`config.mk`:
```
export PLATFORM = sky130hd
export DESIGN_NAME = two_class_priority_admission
export DESIGN_NICKNAME = d
export VERILOG_FILES = /design/src/rtl/core/tcpa_pkg.sv /design/src/rtl/core/tcpa_queue.sv /design/src/rtl/core/two_class_priority_admission.sv
export SDC_FILE = /design/constraint.sdc
export NUM_CORES = 1
export LEC_CHECK = 0
export BUFFER_PORTS_ARGS = -buffer_cell sky130_fd_sc_hd__buf_2
export CORE_ASPECT_RATIO = 1.4
export CORE_MARGIN = 2
export CORE_UTILIZATION = 57
export DETAILED_ROUTE_END_ITERATION = 6
export PLACE_DENSITY_LB_ADDON = 0.15
export SYNTH_ARGS = -nofsm -noshare
export SYNTH_HDL_FRONTEND = slang
export SYNTH_HIERARCHICAL = 1
export SYNTH_SLANG_ARGS = --single-unit
```
`constraint.sdc`:
```
create_clock -name clk -period 5.7 [get_ports clk]
set_clock_uncertainty 0.1 [all_clocks]
set_input_delay 0 -clock clk [delete_from_list [all_inputs] [get_ports clk]]
set_output_delay 0 -clock clk [all_outputs]
set_load 0.05 [all_outputs]
```
`src/rtl/core/tcpa_pkg.sv`:
```
`timescale 1ns / 1ps

package tcpa_pkg;

  // Widths of the fixed fields.
  localparam int ID_W  = 8;
  localparam int OCC_W = 8;
  localparam int ERR_W = 2;

  // Capacity after reset.
  localparam logic [OCC_W-1:0] CAPACITY_RESET = 8'd5;

  // Action codes of an input word.
  localparam logic ACT_ARRIVE = 1'b0;
  localparam logic ACT_LEAVE  = 1'b1;

  // Error codes of a result word.
  typedef enum logic [ERR_W-1:0] {
    ERR_OK          = 2'd0,
    ERR_QUEUE_FULL  = 2'd1,
    ERR_LEAVE_EMPTY = 2'd2
  } tcpa_err_t;

  // Control sequencer states.
  typedef enum logic {
    ST_IDLE = 1'b0,
    ST_READ = 1'b1
  } tcpa_state_t;

  // Commands from the controller to one waiting queue.
  typedef struct packed {
    logic            push;
    logic            pop;
    logic [ID_W-1:0] data;
  } tcpa_qcmd_t;

  // Status of one waiting queue.
  typedef struct packed {
    logic empty;
    logic full;
  } tcpa_qstat_t;

endpackage

```
`src/rtl/core/tcpa_queue.sv`:
```
`timescale 1ns / 1ps

module tcpa_queue #(
  parameter int DEPTH = 16
) (
  input  logic                       clk,
  input  logic                       rst_n,
  input  tcpa_pkg::tcpa_qcmd_t       cmd,
  output tcpa_pkg::tcpa_qstat_t      stat,
  output logic [tcpa_pkg::ID_W-1:0]  rd_data
);

  localparam int IW = (DEPTH > 1) ? $clog2(DEPTH) : 1;
  localparam int CW = $clog2(DEPTH + 1);

  logic [tcpa_pkg::ID_W-1:0] mem [DEPTH];

  logic [IW-1:0] head_r;
  logic [IW-1:0] head_nxt;
  logic [CW-1:0] count_r;
  logic [CW-1:0] count_nxt;
  logic [CW:0]   tail_sum;
  logic [CW:0]   tail_wrap;
  logic [IW-1:0] tail;

  // Tail slot is head plus count, wrapped once around the ring.
  always_comb begin
    tail_sum = (CW+1)'(head_r) + (CW+1)'(count_r);
    if (tail_sum >= (CW+1)'(DEPTH)) begin
      tail_wrap = tail_sum - (CW+1)'(DEPTH);
    end else begin
      tail_wrap = tail_sum;
    end
    tail = tail_wrap[IW-1:0];
  end

  // Head advances on a pop; count follows pushes and pops.
  always_comb begin
    head_nxt  = head_r;
    count_nxt = count_r;
    if (cmd.pop) begin
      if (head_r == IW'(DEPTH - 1)) begin
        head_nxt = '0;
      end else begin
        head_nxt = head_r + 1'b1;
      end
    end
    if (cmd.push && !cmd.pop) begin
      count_nxt = count_r + 1'b1;
    end else if (cmd.pop && !cmd.push) begin
      count_nxt = count_r - 1'b1;
    end
  end

  always_ff @(posedge clk) begin
    if (!rst_n) begin
      head_r  <= '0;
      count_r <= '0;
    end else begin
      head_r  <= head_nxt;
      count_r <= count_nxt;
    end
  end

  // Storage: one write port at the tail, one registered read port at the head.
  // A push and a pop never fall in the same cycle, so no forwarding is needed.
  always_ff @(posedge clk) begin
    if (cmd.push) begin
      mem[tail] <= cmd.data;
    end
  end

  always_ff @(posedge clk) begin
    if (cmd.pop) begin
      rd_data <= mem[head_r];
    end
  end

  assign stat.empty = (count_r == '0);
  assign stat.full  = (count_r == CW'(DEPTH));

endmodule

```
`src/rtl/core/two_class_priority_admission.sv`:
```
`timescale 1ns / 1ps
// Channel   Ports                                                     Direction
// in        in_valid, in_stall, in_action, in_client_id, in_is_vip    word in
// out       out_valid, out_stall, out_grant_valid, out_granted_id,    word out
//           out_granted_vip, out_occupancy, out_error_code
// cfg       cfg_wr_en, cfg_wr_data (capacity)                         write only
//
// An arrival, or a leave that admits nobody, has its result registered as soon
// as it is taken. A leave that admits a waiting requester first passes through
// the read state: the head entry is read from the queue memory, whose read data
// is registered, before the result is formed. Reset clears the counters, the
// queue pointers and the result valid flag and sets capacity to 5. A new word is
// taken in the idle state while the result register is empty or being drained.

module two_class_priority_admission #(
  parameter int QUEUE_DEPTH = 16
) (
  input  logic                          clk,
  input  logic                          rst_n,
  input  logic                          in_valid,
  output logic                          in_stall,
  input  logic                          in_action,
  input  logic [tcpa_pkg::ID_W-1:0]     in_client_id,
  input  logic                          in_is_vip,
  output logic                          out_valid,
  input  logic                          out_stall,
  output logic                          out_grant_valid,
  output logic [tcpa_pkg::ID_W-1:0]     out_granted_id,
  output logic                          out_granted_vip,
  output logic [tcpa_pkg::OCC_W-1:0]    out_occupancy,
  output logic [tcpa_pkg::ERR_W-1:0]    out_error_code,
  input  logic                          cfg_wr_en,
  input  logic [tcpa_pkg::OCC_W-1:0]    cfg_wr_data
);

  tcpa_pkg::tcpa_state_t     state_r;
  tcpa_pkg::tcpa_state_t     state_nxt;
  logic [tcpa_pkg::OCC_W-1:0] inside_r;
  logic [tcpa_pkg::OCC_W-1:0] inside_nxt;
  logic [tcpa_pkg::OCC_W-1:0] capacity_r;
  logic                      sel_vip_r;
  logic                      sel_vip_nxt;

  logic                      out_valid_r;
  logic                      out_valid_nxt;
  logic                      out_load;
  logic                      out_grant_valid_r;
  logic                      out_grant_valid_nxt;
  logic [tcpa_pkg::ID_W-1:0] out_granted_id_r;
  logic [tcpa_pkg::ID_W-1:0] out_granted_id_nxt;
  logic                      out_granted_vip_r;
  logic                      out_granted_vip_nxt;
  logic [tcpa_pkg::OCC_W-1:0] out_occupancy_r;
  logic [tcpa_pkg::OCC_W-1:0] out_occupancy_nxt;
  tcpa_pkg::tcpa_err_t       out_error_r;
  tcpa_pkg::tcpa_err_t       out_error_nxt;

  tcpa_pkg::tcpa_qcmd_t      vip_cmd;
  tcpa_pkg::tcpa_qcmd_t      norm_cmd;
  tcpa_pkg::tcpa_qstat_t     vip_stat;
  tcpa_pkg::tcpa_qstat_t     norm_stat;
  logic [tcpa_pkg::ID_W-1:0] vip_rd;
  logic [tcpa_pkg::ID_W-1:0] norm_rd;

  logic                      out_free;
  logic                      in_accept;
  logic                      room;
  logic [tcpa_pkg::OCC_W-1:0] inside_dec;

  // Waiting queues, one per class.
  tcpa_queue #(.DEPTH(QUEUE_DEPTH)) u_vip_queue (
    .clk     (clk),
    .rst_n   (rst_n),
    .cmd     (vip_cmd),
    .stat    (vip_stat),
    .rd_data (vip_rd)
  );

  tcpa_queue #(.DEPTH(QUEUE_DEPTH)) u_norm_queue (
    .clk     (clk),
    .rst_n   (rst_n),
    .cmd     (norm_cmd),
    .stat    (norm_stat),
    .rd_data (norm_rd)
  );

  // Handshake on the input side.
  assign out_free  = !out_valid_r || !out_stall;
  assign in_stall  = (state_r != tcpa_pkg::ST_IDLE) || !out_free;
  assign in_accept = in_valid && !in_stall;

  assign room       = (inside_r < capacity_r);
  assign inside_dec = inside_r - 1'b1;

  // Next state, queue commands and the result word.
  always_comb begin
    state_nxt           = state_r;
    inside_nxt          = inside_r;
    sel_vip_nxt         = sel_vip_r;
    out_load            = 1'b0;
    out_grant_valid_nxt = 1'b0;
    out_granted_id_nxt  = '0;
    out_granted_vip_nxt = 1'b0;
    out_occupancy_nxt   = inside_r;
    out_error_nxt       = tcpa_pkg::ERR_OK;
    vip_cmd.push        = 1'b0;
    vip_cmd.pop         = 1'b0;
    vip_cmd.data        = in_client_id;
    norm_cmd.push       = 1'b0;
    norm_cmd.pop        = 1'b0;
    norm_cmd.data       = in_client_id;

    unique case (state_r)
      tcpa_pkg::ST_IDLE: begin
        if (in_accept) begin
          if (in_action == tcpa_pkg::ACT_ARRIVE) begin
            out_load = 1'b1;
            if (in_is_vip) begin
              if (room && vip_stat.empty) begin
                inside_nxt          = inside_r + 1'b1;
                out_grant_valid_nxt = 1'b1;
                out_granted_id_nxt  = in_client_id;
                out_granted_vip_nxt = 1'b1;
              end else if (!vip_stat.full) begin
                vip_cmd.push = 1'b1;
              end else begin
                out_error_nxt = tcpa_pkg::ERR_QUEUE_FULL;
              end
            end else begin
              if (room && norm_stat.empty && vip_stat.empty) begin
                inside_nxt          = inside_r + 1'b1;
                out_grant_valid_nxt = 1'b1;
                out_granted_id_nxt  = in_client_id;
              end else if (!norm_stat.full) begin
                norm_cmd.push = 1'b1;
              end else begin
                out_error_nxt = tcpa_pkg::ERR_QUEUE_FULL;
              end
            end
            out_occupancy_nxt = inside_nxt;
          end else begin
            // A leave frees a place and may hand it straight to a waiter.
            if (inside_r == '0) begin
              out_load      = 1'b1;
              out_error_nxt = tcpa_pkg::ERR_LEAVE_EMPTY;
            end else if ((inside_dec < capacity_r) && !vip_stat.empty) begin
              vip_cmd.pop = 1'b1;
              sel_vip_nxt = 1'b1;
              state_nxt   = tcpa_pkg::ST_READ;
            end else if ((inside_dec < capacity_r) && !norm_stat.empty) begin
              norm_cmd.pop = 1'b1;
              sel_vip_nxt  = 1'b0;
              state_nxt    = tcpa_pkg::ST_READ;
            end else begin
              out_load          = 1'b1;
              inside_nxt        = inside_dec;
              out_occupancy_nxt = inside_dec;
            end
          end
        end
      end
      tcpa_pkg::ST_READ: begin
        // Head entry is now on the read port; occupancy stays the same.
        out_load            = 1'b1;
        out_grant_valid_nxt = 1'b1;
        out_granted_id_nxt  = sel_vip_r ? vip_rd : norm_rd;
        out_granted_vip_nxt = sel_vip_r;
        state_nxt           = tcpa_pkg::ST_IDLE;
      end
      default: begin
        state_nxt = tcpa_pkg::ST_IDLE;
      end
    endcase
  end

  // Result register valid flag.
  always_comb begin
    if (out_load) begin
      out_valid_nxt = 1'b1;
    end else if (!out_stall) begin
      out_valid_nxt = 1'b0;
    end else begin
      out_valid_nxt = out_valid_r;
    end
  end

  // Control state.
  always_ff @(posedge clk) begin
    if (!rst_n) begin
      state_r     <= tcpa_pkg::ST_IDLE;
      inside_r    <= '0;
      sel_vip_r   <= 1'b0;
      out_valid_r <= 1'b0;
    end else begin
      state_r     <= state_nxt;
      inside_r    <= inside_nxt;
      sel_vip_r   <= sel_vip_nxt;
      out_valid_r <= out_valid_nxt;
    end
  end

  // Capacity register.
  always_ff @(posedge clk) begin
    if (!rst_n) begin
      capacity_r <= tcpa_pkg::CAPACITY_RESET;
    end else if (cfg_wr_en) begin
      capacity_r <= cfg_wr_data;
    end
  end

  // Result payload.
  always_ff @(posedge clk) begin
    if (out_load) begin
      out_grant_valid_r <= out_grant_valid_nxt;
      out_granted_id_r  <= out_granted_id_nxt;
      out_granted_vip_r <= out_granted_vip_nxt;
      out_occupancy_r   <= out_occupancy_nxt;
      out_error_r       <= out_error_nxt;
    end
  end

  assign out_valid       = out_valid_r;
  assign out_grant_valid = out_grant_valid_r;
  assign out_granted_id  = out_granted_id_r;
  assign out_granted_vip = out_granted_vip_r;
  assign out_occupancy   = out_occupancy_r;
  assign out_error_code  = out_error_r;

endmodule

```
**Yosys cells after proc, flatten, opt, wreduce, memory -nomap -nowiden**

Memories as Yosys holds them, arrays and structs flattened. A register that Yosys moved wholly into a read port is not among the register bits.
Cells that the tools add are included.

- Memory bits (writable): 256
- Logic and storage cells: 149
- Output and inout port bits: 22
- Memories kept: 2
- Latch bits: 0
- Input bits: 23
- Register bits after elaboration: 57
- ROM bits: 0

- Multiplexer cells: 79
- Div/mod/pow operators: 0
- Multipliers: 0
- $lt $le $gt $ge: 4
- Equal/unequal tests: 5
- $add $sub $neg: 12
- Bitwise operators: 3
- Shift-type cells: 0
- Reduce and logical (&&, ||, !) cells: 30

Memories:

| name | depth | bits a word | rd ports | clocked after Yosys merged registers in | wr ports | line | text |
|---|---|---|---|---|---|---|---|
| u_norm_queue.mem | 16 | 8 | 1 | 1 | 1 | tcpa_queue.sv:16 | `logic [tcpa_pkg::ID_W-1:0] mem [DEPTH];` |
| u_vip_queue.mem | 16 | 8 | 1 | 1 | 1 | tcpa_queue.sv:16 |  |

Operator list:

| operator | number |
|---|---|
| $mux W8 | 15 |
| $mux W1 | 44 |
| $mux W5 | 4 |
| $lt A8 B8 Y1 | 2 |
| $mux W4 | 4 |
| $pmux W8 S2 | 1 |
| $mux W2 | 7 |
| $add A4 B5 Y6 | 2 |
| $ge A6 B5 Y1 const B | 2 |
| $add A5 B1 Y5 const B | 2 |
| $eq A5 B5 Y1 const B | 2 |
| $logic_and A1 B1 Y1 | 10 |
| $logic_not A1 Y1 | 10 |
| $logic_not A5 Y1 | 2 |
| $sub A5 B1 Y5 const B | 2 |
| $add A4 B1 Y4 const B | 2 |
| $add A8 B1 Y8 const B | 1 |
| $eq A4 B4 Y1 const B | 2 |
| $logic_not A8 Y1 | 1 |
| $pmux W1 S2 | 4 |
| $sub A4 B1 Y4 const B | 2 |
| $sub A8 B1 Y8 const B | 1 |
| $reduce_bool A2 Y1 | 3 |
| $reduce_and A5 Y1 | 1 |
| 4 further kinds | 7 |

**Logic depth before layout (Yosys ltp)**

- Depth in word-level cells: 13
- Gate-level depth with buffers: 20
- Depth with buffers taken out: 19

**Cells and area by module**

The synthesis kept the hierarchy.

Modules (own cells, without submodules):

| module | area an instance (um^2) | cells an instance | seq. area each (um^2) | times used |
|---|---|---|---|---|
| tcpa_queue | 5,905.7 | 312 | 4,264.1 | 2 |
| two_class_priority_admission | 2,353.5 | 239 | 980.9 | 1 |

**Least setup slack after synthesis**

No wires, ideal clock.

- Path type: register to register
- Start point: reg inside_r[0] (netlist bit)
- End point: reg u_norm_queue.count_r[4]
- Buffers on the path: 0
- Clock period less this slack: 4.628 ns
- Data required time: 5.528 ns
- Library setup time: 0.072 ns
- Cell stages (with the launch flop): 17
- Setup slack: 1.072 ns
- Arrival: 4.457 ns
- Cell sequence: dfxtp_1 > inv_1 > ha_1 > xor2_1 > ha_1 > a211o_1 > a31o_1 > a21oi_1 > nand2_1 > nor3b_1 > inv_1 > ha_1 > fa_1 > nand2b_1 > a21oi_1 > mux2i_1 > mux2i_1

RTL lines:

| what | line | text |
|---|---|---|
| from (decl) | two_class_priority_admission.sv:38 | `logic [tcpa_pkg::OCC_W-1:0] inside_r;` |
| from (signal assigned) | two_class_priority_admission.sv:196 | `inside_r <= inside_nxt;` |
| to (signal assigned) | tcpa_queue.sv:61 | `count_r <= count_nxt;` |
| to (decl) | tcpa_queue.sv:20 | `logic [CW-1:0] count_r;` |

==> run metrics <==
setup TNS 0 ns; synthesized area 0.0142 mm²; diode count 0; CP cell instances inv_1 -> ha_1 -> xor2_1 -> ha_1 -> a211o_1 -> a31o_1 -> a21oi_1 -> nand2_1 -> or2_2 -> inv_1 -> inv_1 -> ha_1 -> fa_1 -> nand2b_1 -> a21oi_1 -> mux2i_1 -> mux2i_1; Vias/cell 6.12; RSZ-0062 raised after global routing no; I/O Pins 45; Fillers 1753; outcome complete, no violations; Slew @ Worst Pin 0.968 ns; Global Route Usage Sum 23.3%; Comb pwr share 30.6%; drt initial violations 634; # DRC 0; Post-CTS Resized 0; clk_lat worst skew 0.58 ns; Rows 68; Max Freq 0.217 GHz; Root Driver clkbuf_16; NetSw 0.00240 W; sequential area share after synthesis 67.1%; Pleak 5.51 nW; Max H-tree Level 1; Hold Crit Depth 3; Crit Path Max Fanout 13; crit path buf inv count 3; slowest stage delay, CP 0.46 ns; Port Buffers 44; Synth Area per Inst 16.4 µm²; 1st-pass router iterations 5; area delta synth->final 12.2%; R2R depth 17; Power per Cell Area 447 mW/mm²; half-perimeter wire length after placement 18.8 mm; initial antenna violation count 0; top_reg_cell synth edfxtp_1; Total Wirelength 29.3 mm; setup bufs post-CTS 0; Die Y 191 µm; gr ovfl total 0; Die Footprint 0.0261 mm²; number of global-route vias before repair 8073; Final setup viols 0; Worst Path Arrival 5.01 ns; max cap viols 0; CTS buffer count 31; CP endpoint kind register; fin. max-slew vios 0; largest net degree at the start of global routing 39; Period minus WS final 4.62 ns; CP top delay family adder cells; Int Pwr 0.00470 W; clock share of power 27.3%; Worst VDD drop 374 µV; CTS clk-pin slew, worst paths 0.06 ns; post-synthesis cell type count 60; Post-synth EDFFs 292; synthesis-stage register bit count 329; Initial Util 57.8%; Mapped Nets 923; wire per inst 22.9 µm; Async S/R FF share, synth 0%; slew margin rel. 35.4%; crit path kind register to register; Sw Ratio 33.8%; Core Box Area 0.0245 mm²; total number of vias 7831; Bufs on Longest Clock Path 3; slowest CP cell dfxtp_1; logic depth of the worst path, buffers included 17; Final ANT Viol Nets 0; Sequential Power Share 42.1%; post-route clock period utilization 81.0%; CTS Hold Bufs 33; Req. time, crit path 6.10 ns; Clock Sinks 329; synthesized instance count 863; first-pass GRT wire length 45.5 mm; Fin. Hold Viols 0; share of layout cells above drive strength 1 15.1%; chip width 137 µm; fin nets 1002; DP Area 0.0146 mm²; CTS tree yes; Placer Congestion 0.887; Final Cell Area 0.0159 mm²; Worst Hold Class input pin to register; CP Launch Type register; yosys warns 6
-- stage by stage --
step                      setup slack (ns)  utilization [%]  instances  power [W]  hold WS [ns]
after floorplan                       1.07                -        863    0.00460       -0.0381
after global placement                1.29             59.6       1191    0.00510         0.115
after detailed placement              1.17             59.6       1191    0.00515         0.126
after CTS                             1.12             64.8       1279    0.00712         0.236
after global routing                 0.706             64.8       1279    0.00745         0.299
final                                 1.08             64.8       1279    0.00710         0.271
-- power by group through the flow --
| stage | clock network [W] | logic [W] | registers (W) |
|---|---|---|---|
| floorplan | 0 | 0.00138 | 0.00322 |
| global placement | 0 | 0.00207 | 0.00303 |
| detailed placement | 0 | 0.00211 | 0.00304 |
| CTS | 0.00198 | 0.00215 | 0.00299 |
| global route | 0.00207 | 0.00236 | 0.00301 |
| finish | 0.00194 | 0.00217 | 0.00299 |
-- final cells by class --
cell class | count | area [µm²] | share of cell area, %
clock buffers | 39 | 806 | 5.07
clock inverters | 16 | 140 | 0.882
inverters | 26 | 97.6 | 0.614
multi-input cells | 471 | 4340 | 27.3
flip-flops and latches | 329 | 9510 | 59.9
well taps | 315 | 394 | 2.48
repair buffers | 83 | 596 | 3.75
-- cell usage after synthesis, types with 5 or more instances --
cell type    n  area [µm²]
a21oi_1     21         105
mux2_2       8        90.1
nor2_1      69         259
xnor2_1     11        96.3
a22oi_1     36         270
dfxtp_1     37         741
nor2b_1      7        43.8
nand3_1     12        60.1
buf_2        7        35.0
edfxtp_1   292        8770
mux4_2      34         766
xor2_1      12         105
a21o_1       5        37.5
and2_1      17         106
nand4_1      5        31.3
inv_1       26        97.6
ha_1        33         413
mux4_1      30         788
nand2b_1    10        62.6
o21ai_0     15        75.1
nand2_1     58         218
clkbuf_1    14        52.6
a22o_1       8        70.1
mux2i_1     21         210
buf_1        7        26.3
-- placed cells by master (no fill, tap or decap), types with 26 or more instances in the layout --
cell	count
edfxtp_1	292
nor2_1	69
nand2_1	58
buf_2	44
a22oi_1	36
dfxtp_1	35
mux4_2	34
ha_1	33
dlygate4sd3_1	33
clkbuf_16	31
mux4_1	30
inv_1	26
-- state kept, by name, indices dropped and copies added (netlist names), 5 cells and up --
register and cells:
u_norm_queue/mem 128, u_vip_queue/mem 128, capacity_r 8, inside_r 8
out_granted_id 8, out_occupancy 8, u_norm_queue/rd_data 8, u_vip_queue/rd_data 8
u_norm_queue/count_r 5, u_vip_queue/count_r 5
-- path summary, 6_finish.rpt --
path,startpoint,end,slack (ns)
max,inside_r[0],u_vip_queue/count_r[4],1.08
min,cfg_wr_en,capacity_r[2],0.27
max reg2reg,inside_r[0],u_vip_queue/count_r[4],1.08
min reg2reg,u_norm_queue/count_r[4],u_norm_queue/count_r[4],0.39
-- worst min-delay path: stages --
cell           delay [ns]
buf_2                0.19
o211ai_1             0.18
dlygate4sd3_1        0.54
-- cells by family (layout without fill, tap and decap cells) --
family | Yosys count | after routing | synth area share, %
AND/OR/NAND/NOR | 203 | 203 | 6.88
flip-flops | 329 | 329 | 67.1
AO/OA/AOI/OAI | 115 | 115 | 5.74
multiplexers | 93 | 93 | 13.1
XOR/XNOR | 23 | 23 | 1.42
adder cells (fa/ha/maj) | 37 | 37 | 3.48
buffers and inverters | 63 | 164 | 2.25
-- per-layer routing --
layer / global-route usage, % / share of wire, %
met5: 0 / 0
met4: 9.00 / 3.4
met3: 2.87 / 5.2
met2: 39.1 / 51
met1: 31.3 / 41
Power figures use the tool's default switching activity.
